`config.mk`:
```
export PLATFORM = sky130hd
export DESIGN_NAME = rr_interval_ratio_check
export DESIGN_NICKNAME = d
export VERILOG_FILES = /design/src/rtl/rric_pkg.sv /design/src/rtl/rric_div.sv /design/src/rtl/rric_dp.sv /design/src/rtl/rric_ctrl.sv /design/src/rtl/rr_interval_ratio_check.sv
export SDC_FILE = /design/constraint.sdc
export NUM_CORES = 1
export LEC_CHECK = 0
export BUFFER_PORTS_ARGS = -buffer_cell sky130_fd_sc_hd__buf_4
export CORE_MARGIN = 3
export CORE_UTILIZATION = 65
export CTS_CLUSTER_SIZE = 40
export DETAILED_ROUTE_END_ITERATION = 8
export HOLD_SLACK_MARGIN = 0.12
export PLACE_DENSITY = 0.81
export SLEW_MARGIN = 30
export SYNTH_ARGS = -nofsm -noshare
export SYNTH_HDL_FRONTEND = slang
export SYNTH_SLANG_ARGS = --single-unit
```
`constraint.sdc`:
```
create_clock -name clk -period 16.7 [get_ports clk]
set_input_delay 0.835 -clock clk [delete_from_list [all_inputs] [get_ports clk]]
set_output_delay 0.835 -clock clk [all_outputs]
set_load 0.03 [all_outputs]
```
`src/rtl/rric_pkg.sv`:
```
package rric_pkg;

	// Widths of the storage that follows the position and interval sizes
	localparam int POSITION_WIDTH = 31;
	localparam int INTERVAL_WIDTH = 16;

	// Fixed field widths
	localparam int INDEX_W  = 16;
	localparam int OFFSET_W = 31;
	localparam int OUT_RR_W = 16;
	localparam int SR_W     = 13;
	localparam int MS_W     = 10;
	localparam int RS_W     = 11;
	localparam int RB_W     = 16;
	localparam int CFG_IDX_W  = 3;
	localparam int CFG_DATA_W = 16;

	// Register indexes on the configuration port
	localparam logic [CFG_IDX_W-1:0] REG_SAMPLE_RATE = 3'd0;
	localparam logic [CFG_IDX_W-1:0] REG_MS_SCALE    = 3'd1;
	localparam logic [CFG_IDX_W-1:0] REG_RATIO_SCALE = 3'd2;
	localparam logic [CFG_IDX_W-1:0] REG_RATIO_LOW   = 3'd3;
	localparam logic [CFG_IDX_W-1:0] REG_RATIO_HIGH  = 3'd4;

	// Reset values of the registers
	localparam logic [SR_W-1:0] SAMPLE_RATE_RST = 13'd250;
	localparam logic [MS_W-1:0] MS_SCALE_RST    = 10'd1000;
	localparam logic [RS_W-1:0] RATIO_SCALE_RST = 11'd100;
	localparam logic [RB_W-1:0] RATIO_LOW_RST   = 16'd50;
	localparam logic [RB_W-1:0] RATIO_HIGH_RST  = 16'd200;

	// Shared multiplier: position difference or interval by a scale factor
	localparam int MA_W  = (POSITION_WIDTH > INTERVAL_WIDTH) ? POSITION_WIDTH : INTERVAL_WIDTH;
	localparam int MB_W  = (MS_W > RS_W) ? MS_W : RS_W;
	localparam int DVD_W = MA_W + MB_W;

	// Shared divider: quotient and divisor widths
	localparam int Q_W   = (INTERVAL_WIDTH > RB_W) ? INTERVAL_WIDTH : RB_W;
	localparam int DVS_W = (INTERVAL_WIDTH > SR_W) ? INTERVAL_WIDTH : SR_W;

	// Commands from the controller to the datapath
	typedef struct packed {
		logic load;
		logic mul;
		logic sel_ratio;
		logic div_start;
		logic rr_take;
		logic ratio_take;
		logic commit_skip;
		logic commit_rr;
		logic emit;
	} cmd_t;

	// Status from the datapath to the controller
	typedef struct packed {
		logic empty;
		logic skip;
		logic last;
		logic check;
		logic div_done;
		logic out_free;
	} stat_t;

endpackage

```
`src/rtl/rric_div.sv`:
```
module rric_div
	import rric_pkg::*;
(
	input  logic             clk,
	input  logic             arst_n,
	input  logic             start,
	input  logic [DVD_W-1:0] dividend,
	input  logic [DVS_W-1:0] divisor,
	output logic             done,
	output logic             ovf,
	output logic [Q_W-1:0]   quot
);

	localparam int HI_W  = DVD_W - Q_W;
	localparam int CMP_W = (HI_W > DVS_W) ? HI_W : DVS_W;
	localparam int CNT_W = $clog2(Q_W + 1);

	logic             busy_q;
	logic             done_q;
	logic [CNT_W-1:0] cnt_q;
	logic [DVS_W-1:0] rem_q;
	logic [DVS_W-1:0] dvs_q;
	logic [Q_W-1:0]   quo_q;
	logic             ovf_q;

	logic [HI_W-1:0]  hi;
	logic             hi_ovf;
	logic [DVS_W:0]   trial;
	logic [DVS_W:0]   trial_sub;
	logic             ge;

	// Quotient would not fit when the upper dividend part reaches the divisor
	assign hi     = dividend[DVD_W-1:Q_W];
	assign hi_ovf = CMP_W'(hi) >= CMP_W'(divisor);

	// One restoring step: shift in the next dividend bit, subtract if it fits
	assign trial     = {rem_q, quo_q[Q_W-1]};
	assign ge        = trial >= {1'b0, dvs_q};
	assign trial_sub = trial - {1'b0, dvs_q};

	// Sequence control
	always_ff @(posedge clk or negedge arst_n) begin
		if (!arst_n) begin
			busy_q <= 1'b0;
			done_q <= 1'b0;
			cnt_q  <= '0;
		end else begin
			done_q <= 1'b0;
			if (start) begin
				if (hi_ovf) begin
					busy_q <= 1'b0;
					done_q <= 1'b1;
				end else begin
					busy_q <= 1'b1;
					cnt_q  <= CNT_W'(Q_W);
				end
			end else if (busy_q) begin
				cnt_q <= cnt_q - CNT_W'(1);
				if (cnt_q == CNT_W'(1)) begin
					busy_q <= 1'b0;
					done_q <= 1'b1;
				end
			end
		end
	end

	// Remainder and quotient shift register
	always_ff @(posedge clk) begin
		if (start) begin
			ovf_q <= hi_ovf;
			rem_q <= DVS_W'(hi);
			quo_q <= dividend[Q_W-1:0];
			dvs_q <= divisor;
		end else if (busy_q) begin
			rem_q <= ge ? trial_sub[DVS_W-1:0] : trial[DVS_W-1:0];
			quo_q <= {quo_q[Q_W-2:0], ge};
		end
	end

	assign done = done_q;
	assign ovf  = ovf_q;
	assign quot = quo_q;

endmodule

```
`src/rtl/rric_dp.sv`:
```
module rric_dp
	import rric_pkg::*;
(
	input  logic                  clk,
	input  logic                  arst_n,
	input  cmd_t                  cmd,
	output stat_t                 stat,
	input  logic                  cfg_we,
	input  logic [CFG_IDX_W-1:0]  cfg_index,
	input  logic [CFG_DATA_W-1:0] cfg_data,
	input  logic [INDEX_W-1:0]    peak_index,
	input  logic [OFFSET_W-1:0]   window_offset,
	input  logic                  first_window,
	input  logic                  last_in_window,
	input  logic                  window_empty,
	output logic                  out_valid,
	input  logic                  out_ready,
	output logic                  window_error,
	output logic [OUT_RR_W-1:0]   last_rr_ms
);

	localparam logic [INTERVAL_WIDTH-1:0] RR_MAX = '1;

	// Configuration registers
	logic [SR_W-1:0] sample_rate_q;
	logic [MS_W-1:0] ms_scale_q;
	logic [RS_W-1:0] ratio_scale_q;
	logic [RB_W-1:0] ratio_low_q;
	logic [RB_W-1:0] ratio_high_q;

	// Item being worked on
	logic [POSITION_WIDTH-1:0] pos_q;
	logic [POSITION_WIDTH-1:0] diff_q;
	logic                      first_q;
	logic                      last_q;
	logic                      empty_q;

	// Window state
	logic [POSITION_WIDTH-1:0] prev_pos_q;
	logic [INTERVAL_WIDTH-1:0] prev_rr_q;
	logic                      have_q;
	logic                      err_q;
	logic                      rr_in_q;

	// Arithmetic
	logic [INTERVAL_WIDTH-1:0] rr_q;
	logic [DVD_W-1:0]          mul_q;
	logic [MA_W-1:0]           mul_a;
	logic [MB_W-1:0]           mul_b;
	logic [OFFSET_W:0]         pos_sum;
	logic [POSITION_WIDTH-1:0] pos_now;
	logic [DVS_W-1:0]          div_dvs;
	logic                      div_done;
	logic                      div_ovf;
	logic [Q_W-1:0]            div_quot;

	// Result register
	logic                      out_valid_q;
	logic                      out_err_q;
	logic [OUT_RR_W-1:0]       out_rr_q;

	// Write configuration
	always_ff @(posedge clk or negedge arst_n) begin
		if (!arst_n) begin
			sample_rate_q <= SAMPLE_RATE_RST;
			ms_scale_q    <= MS_SCALE_RST;
			ratio_scale_q <= RATIO_SCALE_RST;
			ratio_low_q   <= RATIO_LOW_RST;
			ratio_high_q  <= RATIO_HIGH_RST;
		end else if (cfg_we) begin
			unique case (cfg_index)
				REG_SAMPLE_RATE: sample_rate_q <= cfg_data[SR_W-1:0];
				REG_MS_SCALE:    ms_scale_q    <= cfg_data[MS_W-1:0];
				REG_RATIO_SCALE: ratio_scale_q <= cfg_data[RS_W-1:0];
				REG_RATIO_LOW:   ratio_low_q   <= cfg_data[RB_W-1:0];
				REG_RATIO_HIGH:  ratio_high_q  <= cfg_data[RB_W-1:0];
				default: ;
			endcase
		end
	end

	// Absolute position of the incoming peak, wrapped to the position width
	assign pos_sum = (OFFSET_W + 1)'(peak_index) + (OFFSET_W + 1)'(window_offset);
	assign pos_now = pos_sum[POSITION_WIDTH-1:0];

	// Capture the item and its distance from the previous peak
	always_ff @(posedge clk) begin
		if (cmd.load) begin
			pos_q   <= pos_now;
			diff_q  <= pos_now - prev_pos_q;
			first_q <= first_window;
			last_q  <= last_in_window;
			empty_q <= window_empty;
		end
	end

	// Shared multiplier: distance by ms_scale, or interval by ratio_scale
	assign mul_a = cmd.sel_ratio ? MA_W'(rr_q) : MA_W'(diff_q);
	assign mul_b = cmd.sel_ratio ? MB_W'(ratio_scale_q) : MB_W'(ms_scale_q);

	always_ff @(posedge clk) begin
		if (cmd.mul) begin
			mul_q <= {{MB_W{1'b0}}, mul_a} * {{MA_W{1'b0}}, mul_b};
		end
	end

	// Shared divider: by the sample rate, or by the previous interval
	assign div_dvs = cmd.sel_ratio ? DVS_W'(prev_rr_q) : DVS_W'(sample_rate_q);

	rric_div u_div (
		.clk      (clk),
		.arst_n   (arst_n),
		.start    (cmd.div_start),
		.dividend (mul_q),
		.divisor  (div_dvs),
		.done     (div_done),
		.ovf      (div_ovf),
		.quot     (div_quot)
	);

	// Take the interval, saturated to its maximum
	always_ff @(posedge clk) begin
		if (cmd.rr_take) begin
			if (div_ovf || (div_quot > Q_W'(RR_MAX))) begin
				rr_q <= RR_MAX;
			end else begin
				rr_q <= div_quot[INTERVAL_WIDTH-1:0];
			end
		end
	end

	// Window state: ratio checks, commits and closing
	always_ff @(posedge clk or negedge arst_n) begin
		if (!arst_n) begin
			prev_pos_q <= '0;
			prev_rr_q  <= '0;
			have_q     <= 1'b0;
			err_q      <= 1'b0;
			rr_in_q    <= 1'b0;
		end else begin
			if (cmd.ratio_take) begin
				if (div_ovf || (div_quot < Q_W'(ratio_low_q)) ||
				    (div_quot > Q_W'(ratio_high_q))) begin
					err_q <= 1'b1;
				end
			end
			if (cmd.commit_skip) begin
				prev_rr_q  <= '0;
				rr_in_q    <= 1'b0;
				prev_pos_q <= pos_q;
				have_q     <= 1'b1;
			end
			if (cmd.commit_rr) begin
				prev_rr_q  <= rr_q;
				rr_in_q    <= 1'b1;
				prev_pos_q <= pos_q;
				have_q     <= 1'b1;
			end
			if (cmd.emit) begin
				have_q  <= 1'b0;
				err_q   <= 1'b0;
				rr_in_q <= 1'b0;
			end
		end
	end

	// Result register: load on emit, drop once taken
	always_ff @(posedge clk or negedge arst_n) begin
		if (!arst_n) begin
			out_valid_q <= 1'b0;
		end else if (cmd.emit) begin
			out_valid_q <= 1'b1;
		end else if (out_ready) begin
			out_valid_q <= 1'b0;
		end
	end

	always_ff @(posedge clk) begin
		if (cmd.emit) begin
			out_err_q <= empty_q | err_q;
			out_rr_q  <= OUT_RR_W'(prev_rr_q);
		end
	end

	// Status to the controller
	always_comb begin
		stat.empty    = empty_q;
		stat.skip     = !have_q && first_q;
		stat.last     = last_q;
		stat.check    = have_q ? rr_in_q : (prev_rr_q != '0);
		stat.div_done = div_done;
		stat.out_free = !out_valid_q || out_ready;
	end

	assign out_valid    = out_valid_q;
	assign window_error = out_err_q;
	assign last_rr_ms   = out_rr_q;

endmodule

```
`src/rtl/rric_ctrl.sv`:
```
module rric_ctrl
	import rric_pkg::*;
(
	input  logic  clk,
	input  logic  arst_n,
	input  logic  in_valid,
	output logic  in_ready,
	input  stat_t stat,
	output cmd_t  cmd
);

	typedef enum logic [3:0] {
		S_IDLE,
		S_DECIDE,
		S_RR_MUL,
		S_RR_GO,
		S_RR_WAIT,
		S_RT_MUL,
		S_RT_GO,
		S_RT_WAIT,
		S_COMMIT,
		S_RESULT
	} state_t;

	state_t state_q;
	state_t state_d;

	// Next state and commands
	always_comb begin
		state_d = state_q;
		cmd     = '0;
		unique case (state_q)
			S_IDLE: begin
				if (in_valid) begin
					cmd.load = 1'b1;
					state_d  = S_DECIDE;
				end
			end
			S_DECIDE: begin
				if (stat.empty) begin
					state_d = S_RESULT;
				end else if (stat.skip) begin
					cmd.commit_skip = 1'b1;
					state_d = stat.last ? S_RESULT : S_IDLE;
				end else begin
					state_d = S_RR_MUL;
				end
			end
			S_RR_MUL: begin
				cmd.mul = 1'b1;
				state_d = S_RR_GO;
			end
			S_RR_GO: begin
				cmd.div_start = 1'b1;
				state_d = S_RR_WAIT;
			end
			S_RR_WAIT: begin
				if (stat.div_done) begin
					cmd.rr_take = 1'b1;
					state_d = stat.check ? S_RT_MUL : S_COMMIT;
				end
			end
			S_RT_MUL: begin
				cmd.mul       = 1'b1;
				cmd.sel_ratio = 1'b1;
				state_d = S_RT_GO;
			end
			S_RT_GO: begin
				cmd.div_start = 1'b1;
				cmd.sel_ratio = 1'b1;
				state_d = S_RT_WAIT;
			end
			S_RT_WAIT: begin
				if (stat.div_done) begin
					cmd.ratio_take = 1'b1;
					state_d = S_COMMIT;
				end
			end
			S_COMMIT: begin
				cmd.commit_rr = 1'b1;
				state_d = stat.last ? S_RESULT : S_IDLE;
			end
			S_RESULT: begin
				// Hold the window result until the output register frees up
				if (stat.out_free) begin
					cmd.emit = 1'b1;
					state_d  = S_IDLE;
				end
			end
			default: begin
				state_d = S_IDLE;
			end
		endcase
	end

	always_ff @(posedge clk or negedge arst_n) begin
		if (!arst_n) begin
			state_q <= S_IDLE;
		end else begin
			state_q <= state_d;
		end
	end

	assign in_ready = (state_q == S_IDLE);

endmodule

```
`src/rtl/rr_interval_ratio_check.sv`:
```
// Channel   Handshake             Item fields
// in        in_valid / in_ready   peak_index, window_offset, first_window,
//                                 last_in_window, window_empty
// out       out_valid / out_ready window_error, last_rr_ms
// cfg       cfg_we (no stall)     cfg_index, cfg_data
//
// One item at a time. A peak with a ratio check makes two passes through the
// shared restoring divider, a peak without one makes one pass; an empty-window
// marker, and the first peak of a first window, make none.
// Reset (arst_n low) restores the register defaults and clears the window state.
// A result waits in the output register; the next item is taken meanwhile,
// and only a further window close stalls until that result is taken.
module rr_interval_ratio_check
	import rric_pkg::*;
(
	input  logic                  clk,
	input  logic                  arst_n,
	input  logic                  cfg_we,
	input  logic [CFG_IDX_W-1:0]  cfg_index,
	input  logic [CFG_DATA_W-1:0] cfg_data,
	input  logic                  in_valid,
	output logic                  in_ready,
	input  logic [INDEX_W-1:0]    peak_index,
	input  logic [OFFSET_W-1:0]   window_offset,
	input  logic                  first_window,
	input  logic                  last_in_window,
	input  logic                  window_empty,
	output logic                  out_valid,
	input  logic                  out_ready,
	output logic                  window_error,
	output logic [OUT_RR_W-1:0]   last_rr_ms
);

	cmd_t  cmd;
	stat_t stat;

	rric_ctrl u_ctrl (
		.clk      (clk),
		.arst_n   (arst_n),
		.in_valid (in_valid),
		.in_ready (in_ready),
		.stat     (stat),
		.cmd      (cmd)
	);

	rric_dp u_dp (
		.clk            (clk),
		.arst_n         (arst_n),
		.cmd            (cmd),
		.stat           (stat),
		.cfg_we         (cfg_we),
		.cfg_index      (cfg_index),
		.cfg_data       (cfg_data),
		.peak_index     (peak_index),
		.window_offset  (window_offset),
		.first_window   (first_window),
		.last_in_window (last_in_window),
		.window_empty   (window_empty),
		.out_valid      (out_valid),
		.out_ready      (out_ready),
		.window_error   (window_error),
		.last_rr_ms     (last_rr_ms)
	);

	// A new result never overwrites one still waiting
	a_emit_free: assert property (@(posedge clk) disable iff (!arst_n)
		cmd.emit |-> (!out_valid || out_ready))
		else $error("result emitted over a waiting result");

	// An emitted result is presented on the next cycle
	a_emit_valid: assert property (@(posedge clk) disable iff (!arst_n)
		cmd.emit |=> out_valid)
		else $error("emitted result not presented");

	// Quotients are only taken when the divider has finished
	a_take_done: assert property (@(posedge clk) disable iff (!arst_n)
		(cmd.rr_take || cmd.ratio_take) |-> stat.div_done)
		else $error("quotient taken before divider finished");

	// No item is accepted while a division is under way
	a_busy_div: assert property (@(posedge clk) disable iff (!arst_n)
		cmd.div_start |=> !in_ready)
		else $error("input ready during division");

endmodule

```
# == Word level (Yosys, flattened, before mapping) ==
# Index checks and enable logic that the tools add are counted.
# word_totals
latch_bits,0
ram_bits,0
word_cells,143
romBits,0
reg_bits,317
memories,0
input_bits,74
# op_classes
reduce_logical,27
n_lt_le_gt_ge,5
div,0
mux,58
n_eq_ne,19
n_mul,1
bitwise_logic,1
addsub,4
shifts,0
# op_table
cell,count
2-to-1 mux 16 bit,8
2-to-1 mux 31 bit,3
multiplier 31 x 11 -> 42 bit,1
case mux 4 bit (10 select lines),1
2-to-1 mux 1 bit,34
2-to-1 mux 4 bit,8
adder 16 x 31 -> 31 bit,1
subtractor 31 bit,1
greater-or-equal comparator 26 x 16 -> 1 bit,1
greater-or-equal comparator 17 x 16 -> 1 bit,1
"equality test 4 x 3 -> 1 bit, second input constant",4
greater-than comparator 16 bit,1
"greater-than comparator 16 bit, second input constant",1
< comparator 16 bit,1
nonzero test 16 bit,1
subtractor 16 bit,1
2-to-1 mux 5 bit,3
AND reduction 2 bit,7
2-to-1 mux 11 bit,1
nonzero test 2 bit,5
"equality test 4 x 2 -> 1 bit, second input constant",2
"equality test 4 bit, second input constant",2
"equality test 3 x 2 -> 1 bit, second input constant",2
"inequality test 2 bit, second input constant",3
15 further kinds,22

# == Logic depth before layout (Yosys ltp) ==
# Gate-level depths: netlist of the first run.
# logic_depth
depth_word,8
mapped_depth,29
ltp_nobuf,25

# == Modules after synthesis ==
# A second synthesis of the first run with hierarchy kept.
# unflattened
cells_unflattened,2676
area_unflattened_um2,27338.7
# by_module_without_submodules
module,cells_each,instances,seq_area_each_um2,area_per_inst_um2
rric_dp,2262,1,7158.1,23140.9
rric_div,341,1,1646.6,3611.0
rric_ctrl,73,1,100.1,586.8

# == Worst setup path before layout of the first run ==
# Ideal clock, no wire load.
# synth_timing
path_type,reg-to-reg
from,register u_ctrl.state_q[0]
to,"register u_dp.mul_q[38], data pin"
required_ns,16.493
slack_ns,9.713
path_stages_with_launch,29
arrival_time_ns,6.780
path_cell_list,dfrtp_1 > clkbuf_1 > xor2_1 > nand2_1 > clkbuf_1 > clkbuf_1 > buf_1 > nand2_1 > nand2_1 > nand2_1 > fa_1 > inv_1 > fa_1 > fa_1 > fa_1 > inv_1 > fa_1 > inv_1 > ha_1 > clkbuf_1 > a21o_1 > a21o_1 > a21o_1 > nor3_1 > a211oi_1 > o21ai_0 > o21ai_0 > o21a_1 > a2111oi_0
# synth_via
elab_chain_cells,5
elab_cells_between_ends,7
# synth_rtl
element,line_no,rtl
"start, declared",rric_ctrl.sv:25,state_t state_q;
"start signal, assigned",rric_ctrl.sv:100,state_q <= state_d;
equality test 4 x 3 -> 1 bit,rric_ctrl.sv:32,unique case (state_q)
OR reduction 2 bit (no source line) *,n/a,
2-to-1 mux 1 bit *,rric_ctrl.sv:32,
2-to-1 mux 31 bit or 2-to-1 mux 11 bit (tied branches),"rric_dp.sv:98, rric_dp.sv:99",
multiplier 31 x 11 -> 42 bit *,rric_dp.sv:103,"mul_q <= {{MB_W{1'b0}}, mul_a} * {{MA_W{1'b0}}, mul_b};"
"end signal, assigned",rric_dp.sv:103,
"end, declared",rric_dp.sv:47,logic [DVD_W-1:0] mul_q;
# Mark *: on every way between the ends. The rest lies on a longest branch, timed or not.
# A chain may end at the register's enable or synchronous reset.

# == Worst setup path after layout of the first run ==
# Same ends and word-level chain as after synthesis.

==> flow_metrics.tcl, run 1 <==
set metrics [dict create \
    dp_cells 3279 \
    die_h_um 209.5 \
    slew_headroom 0.3388 \
    antenna_found_initial 1 \
    grt_pass1_vias 20820 \
    synth_area_um2 26910 \
    min_period_ps 8840 \
    firstDrtPassIters 7 \
    std_cell_rows 73 \
    regArea_um2 8905 \
    route.antenna.remaining_nets 0 \
    ys_top_cells_by_area "edfxtp_1 21%, fa_1 20%, dfrtp_1 9.9%" \
    gp_congestion 0.9513 \
    drcViolationCount 0 \
    cts_root_buf "clkbuf_16" \
    wire_per_inst_um 19.87 \
    dr_wl_met2_mm 31.40 \
    worst_setup_path_start_kind "register" \
    critPathKind "register to register" \
    postCtsHoldBufs 0 \
    hold_viol 0 \
    port_buffers 92 \
    seq_area_frac_synth 0.3309 \
    dr_wl_met3_mm 6.644 \
    maxUsedRoutingLayer "met4" \
    cts_sinks 317 \
    grt_max_degree 85 \
    async_reset_ff_frac 0.4038 \
    core_area_um2 40280 \
    place_ws_ps 8031 \
    drtIter0Drc 1736 \
    grt_setup_unrepaired "false" \
    routed_via_density 5.953 \
    routed_wirelength_mm 66.46 \
    timing.rr.start "u_ctrl.state_q[0]" \
    status "completed" \
    synth_commonest_cells "433 x nand2_1, 384 x inv_1, 263 x fa_1, 191 x ha_1, 189 x edfxtp_1" \
    antenna_cells 0 \
    initial_core_util 0.6681 \
    worstPathArrival_ps 9160 \
    syn_to_final_growth_pct 8.680 \
    post-cts-setup-buffer-count 0 \
    grt_usage 0.3102 \
    end_kind "register" \
    yosysTopAreaCellShare 0.2109 \
    final-instance-count-excl-fill 3344 \
    synth_warnings 0 \
    vias 19910 \
    yosysMostFrequentCell "nand2_1" \
    dieArea_um2 43880 \
    setup_viol 0 \
    fin_ws_ps 7860 \
    htree_levels 2 \
    cp_max_fo 84 \
    cts-resized-gates 0 \
    drive_gt1_frac 0.1011 \
    finClkSkew_ps 32.35 \
    yosys.area.top_type "edfxtp_1" \
    worst_slew_pin_slew_ps 989.1 \
    drv_cap 0 \
    drv_slew 0 \
    synthCells 2732 \
    synth_edf_count 189 \
    grt_pass1_wl_mm 108.0 \
    overflow 0 \
    cp-startpoint "u_ctrl.state_q[0]" \
    required_ps 17020 \
    num_io_pins 93 \
    hold_path_class "input port to asynchronous set/reset pin" \
    fin_crit_sh 0.5293 \
    multi_input_area_um2 16280 \
    worstSkewPairLatency_ps 570 \
    clockBufferDepth 3 \
    avgSynthCellArea_um2 9.850 \
    dp_hpwl_mm 50.09 \
    setup_tns_ps 0 \
    cts_tree "done" \
    ys.flop_type "edfxtp_1" \
    synth.ff_latch_count 317 \
    die_w_um 209.5 \
    path_clk_slew_ps 60 \
    synth.distinct_cells 79 \
    cts_buffers 36 \
    fill_cells 2851 \
    clock.fmax_mhz 113.1 \
    drt-met1-wl_mm 25.99 \
    nets 3320 \
]
## cell type report
type	count	area share
clock inverter	14	0.004406
sequential	317	0.3045
timing repair buffer	107	0.02828
multi-input combinational	1946	0.5566
tap	525	0.02246
clock buffer	51	0.03448
inverter	384	0.04928
## state kept, by name, indices dropped and copies added (netlist names), 31 cells and up
signal / count
u_dp.prev_pos_q: 31
u_dp.mul_q: 42
u_dp.pos_q: 31
u_dp.diff_q: 31
## final timing paths
check | to | slack (ps) | cells past startpoint
worst max-delay path | u_dp.mul_q[38] | 7860 | 24
worst min-delay path | u_dp.out_valid | 300 | 1
worst max register to register | u_dp.mul_q[38] | 7860 | 24
worst min register to register | u_dp.prev_pos_q[24] | 450 | 2
max in group asynchronous | u_dp.sample_rate_q[8] | 15070 | 2
min in group clk | u_dp.prev_pos_q[24] | 450 | 2
## layer usage
metal	vias up	global-route usage
li1	9133	-
met1	9690	0.4041
met2	916	0.5083
met3	168	0.07294
met4	0	0.1210
met5	-	0
## placed cells by master (no fill, tap or decap), types with 18 or more instances in the layout
cell | Yosys | layout
nor2_1 | 147 | 145
xnor2_1 | 63 | 63
or2_2 | 24 | 24
and3_1 | 86 | 86
fa_1 | 263 | 263
mux2i_1 | 43 | 41
nand4_1 | 18 | 18
xor2_1 | 37 | 37
a21o_1 | 60 | 60
nand3_1 | 29 | 29
o21ai_0 | 115 | 115
inv_1 | 384 | 383
clkbuf_16 | 0 | 37
nor2b_1 | 29 | 29
and2_1 | 33 | 30
dfrtp_1 | 107 | 107
a21oi_1 | 100 | 100
ha_1 | 191 | 191
nand2_1 | 433 | 432
buf_4 | 0 | 105
mux2_2 | 52 | 52
nand2b_1 | 25 | 25
dfstp_2 | 21 | 21
edfxtp_1 | 189 | 189
## worst max-delay path, cell delays in order, from the launching register on
cell,delay [ps]
dfrtp_1,680
xor2_1,210
nand2_4,440
buf_4,680
and2_1,380
a21o_1,520
nand2_1,170
fa_1,560
inv_1,50
fa_1,460
fa_1,520
fa_1,540
inv_1,50
fa_1,520
inv_1,40
ha_1,370
nand4_1,190
a21oi_1,180
a21o_1,130
o21ai_0,180
a211oi_1,570
o21ai_0,180
o21ai_0,420
nor4b_1,110
a2111oi_0,390
## cells by family after synthesis
group / synth area share
AOI/OAI and AO/OA: 0.09606
buffers and inverters: 0.06788
xor gates and xnor gates: 0.03255
DFF: 0.3309
adders and majority gates: 0.2845
muxes: 0.03831
other: 0.0002791
and+or+nand+nor: 0.1496
## metrics by stage
stage	utilization	hold slack, ps	instance area, um^2
global route	0.7261	324.3	29250
finish	0.7261	303.4	29250
floorplan	-	421.6	26960
detailed placement	0.6976	435.6	28100
global placement	0.6968	428.4	28070
CTS	0.7258	440.7	29240
Power of run 1 is not shown: default switching activity piles up to over one toggle a cycle in this logic, so the estimate is an artifact.
==> run 2: changes to the inputs <==
--- a/config.mk
+++ b/config.mk
@@ -7,11 +7,11 @@
 export LEC_CHECK = 0
 export BUFFER_PORTS_ARGS = -buffer_cell sky130_fd_sc_hd__buf_4
 export CORE_MARGIN = 3
-export CORE_UTILIZATION = 65
+export CORE_UTILIZATION = 64
 export CTS_CLUSTER_SIZE = 40
 export DETAILED_ROUTE_END_ITERATION = 8
 export HOLD_SLACK_MARGIN = 0.12
-export PLACE_DENSITY = 0.81
+export PLACE_DENSITY = 0.8
 export SLEW_MARGIN = 30
 export SYNTH_ARGS = -nofsm -noshare
 export SYNTH_HDL_FRONTEND = slang
==> constraint.sdc (replaced) <==
create_clock -name clk -period 9.05 [get_ports clk]
set_input_delay 0.4525 -clock clk [delete_from_list [all_inputs] [get_ports clk]]
set_output_delay 0.4525 -clock clk [all_outputs]
set_load 0.03 [all_outputs]
==> run 2 against run 1 <==
  * Register-to-register slack worse by 7000 ps
  * First-iteration DRC count down 4.7%
  * Clock skew down 18 ps
  * Clock-buffer cell count down 8
  * Cell count up 0.51%
  * Critical path depth down 1
  * Flip-flop and latch count unchanged
  * Sequential share of layout area down 0.15 points
  * Global-route usage down 0.57 points
  * Core utilization down 1.3 points
  * Highest routed layer unchanged
==> flow_metrics.tcl, run 2 (same netlist as run 1, synthesis figures left out) <==
set metrics [dict create \
    status "completed" \
    antenna_cells 0 \
    dieArea_um2 44540 \
    core_area_um2 41200 \
    die_h_um 211.1 \
    cts-resized-gates 0 \
    crit_family "adder cells" \
    regArea_um2 8905 \
    grt_usage 0.3045 \
    routed_via_density 5.890 \
    hold_viol 0 \
    rr_worst_depth 23 \
    layout_common_cells "432 x nand2_1, 383 x inv_1, 263 x fa_1, 191 x ha_1, 189 x edfxtp_1" \
    worstPathArrival_ps 8510 \
    critPathMaxStageDelay_ps 680 \
    largest_reg_flops 42 \
    required_ps 9360 \
    cts_buffers 36 \
    cts_sinks 317 \
    grt_setup_unrepaired "false" \
    cts_root_buf "clkbuf_16" \
    firstDrtPassIters 7 \
    min_to "u_dp.ratio_high_q[12]" \
    timing.rr.start "u_ctrl.state_q[2]" \
    worst_setup_path_start_kind "register" \
    wire_per_inst_um 19.63 \
    antenna_found_initial 2 \
    min_period_ps 8201 \
    critPathKind "register to register" \
    drive_gt1_frac 0.1011 \
    finClkSkew_ps 14.77 \
    worstSkewPairLatency_ps 560 \
    crit_slowest_cell "and2_2" \
    multi_input_area_um2 16280 \
    min_path_cells 3 \
    grt_pass1_wl_mm 106.6 \
    fin_crit_sh 0.9062 \
    clock.fmax_mhz 121.9 \
    rrSetupSlack_ps 850 \
    crit_top_cell "fa_1" \
    vias 19800 \
    num_io_pins 93 \
    final_common_cell "nand2_1" \
    htree_levels 2 \
    route.antenna.remaining_nets 0 \
    drtIter0Drc 1655 \
    port_buffers 92 \
    drv_cap 0 \
    fill_cells 2985 \
    clockBufferDepth 3 \
    end_kind "register" \
    nets 3330 \
    drcViolationCount 0 \
    gp_congestion 0.9628 \
    cts_tree "done" \
    cp_max_fo 29 \
    syn_to_final_growth_pct 9.210 \
    slew_headroom 0.3920 \
    grt_pass1_vias 20620 \
    initial_core_util 0.6531 \
    std_cell_rows 74 \
    post-cts-setup-buffer-count 0 \
    path_clk_slew_ps 60 \
    cp_num_buf_inv 3 \
    routed_wirelength_mm 65.97 \
    die_w_um 211.1 \
    grt_max_degree 69 \
    rr_endpoint "u_dp.mul_q[38]" \
    hp-start "cfg_data[12]" \
    hold_path_class "input port to register" \
    setup_tns_ps 0 \
    regMostFlops "u_dp.mul_q" \
    worst_slew_pin_slew_ps 912.0 \
    setup_viol 0 \
    overflow 0 \
    dp_hpwl_mm 50.81 \
    cp_cell_sequence "nor2b_1 -> and2_2 -> nand2_1 -> nand2_1 -> nand2_1 -> fa_1 -> fa_1 -> inv_1 -> fa_1 -> fa_1 -> inv_1 -> fa_1 -> inv_1 -> ha_1 -> nand4_1 -> a21oi_1 -> a21o_1 -> o21ai_0 -> a211oi_1 -> o21ai_0 -> o21ai_0 -> nor4b_1 -> a2111oi_0" \
    drv_slew 0 \
]
[run 2: changes by cell type in the layout (fill, tap and decap cells not counted), moves of 2 or more]
cell,previous run,this run
dlygate4sd3_1,0,7
clkinvlp_4,3,1
clkbuf_1,11,5
buf_4,105,108
clkinv_1,0,7
clkbuf_8,3,1
bufinv_16,1,3
[run 2: final cells by class]
cell class,count,area share
multi-input combinational,1946,0.5538
tap,532,0.02265
sequential,317,0.3030
timing repair buffer,117,0.03184
inverter,384,0.04904
clock buffer,43,0.03261
clock inverter,22,0.007067
[run 2: through the flow]
stage / std cells / hold WS (ps) / utilization / instance area (um^2) / worst slack (ps)
final: 3361 / 149.8 / 0.7133 / 29390 / 848.5
after global routing: 3361 / 159.7 / 0.7133 / 29390 / 314.8
after global placement: 3287 / 427.1 / 0.6817 / 28090 / 1304
after CTS: 3361 / 121.4 / 0.7133 / 29390 / 971.8
after detailed placement: 3289 / 435.5 / 0.6833 / 28150 / 1000
after floorplan: 2745 / 156.9 / - / 26960 / 2063
[run 2: worst register-to-register path: stages (launching register included)]
cell and delay, ps:
dfrtp_1 580, nor2b_1 420, and2_2 680, nand2_1 180
nand2_1 450, nand2_1 170, fa_1 530, fa_1 520
inv_1 60, fa_1 480, fa_1 540, inv_1 50
fa_1 520, inv_1 40, ha_1 370, nand4_1 200
a21oi_1 180, a21o_1 140, o21ai_0 240, a211oi_1 480
o21ai_0 150, o21ai_0 420, nor4b_1 120, a2111oi_0 440
[run 2: per-layer routing]
layer / global-route usage / up-vias / routed length, um
li1: - / 9154 / -
met1: 0.3994 / 9615 / 26650
met2: 0.5026 / 859 / 31000
met3: 0.06669 / 167 / 5688
met4: 0.1155 / 0 / 2626
met5: 0 / - / 0
[run 2: worst max-delay path by stage]
stage,from,endpoint,slack (ps),cells past startpoint
after floorplan,u_ctrl.state_q[0],u_dp.mul_q[38],2060,28
after global placement,u_ctrl.state_q[2],u_dp.mul_q[38],1300,22
after detailed placement,u_ctrl.state_q[2],u_dp.mul_q[38],1000,22
after CTS,u_ctrl.state_q[2],u_dp.mul_q[38],970,22
after global routing,u_ctrl.state_q[2],u_dp.mul_q[38],310,23
final,u_ctrl.state_q[2],u_dp.mul_q[38],850,23
[run 2: repair_timing]
item | CTS | global route
hold buffers | 7 | 0
hold endpoints to repair | 48 | 0
setup endpoints to repair | 0 | 0
Power of run 2 is left out for the same reason.
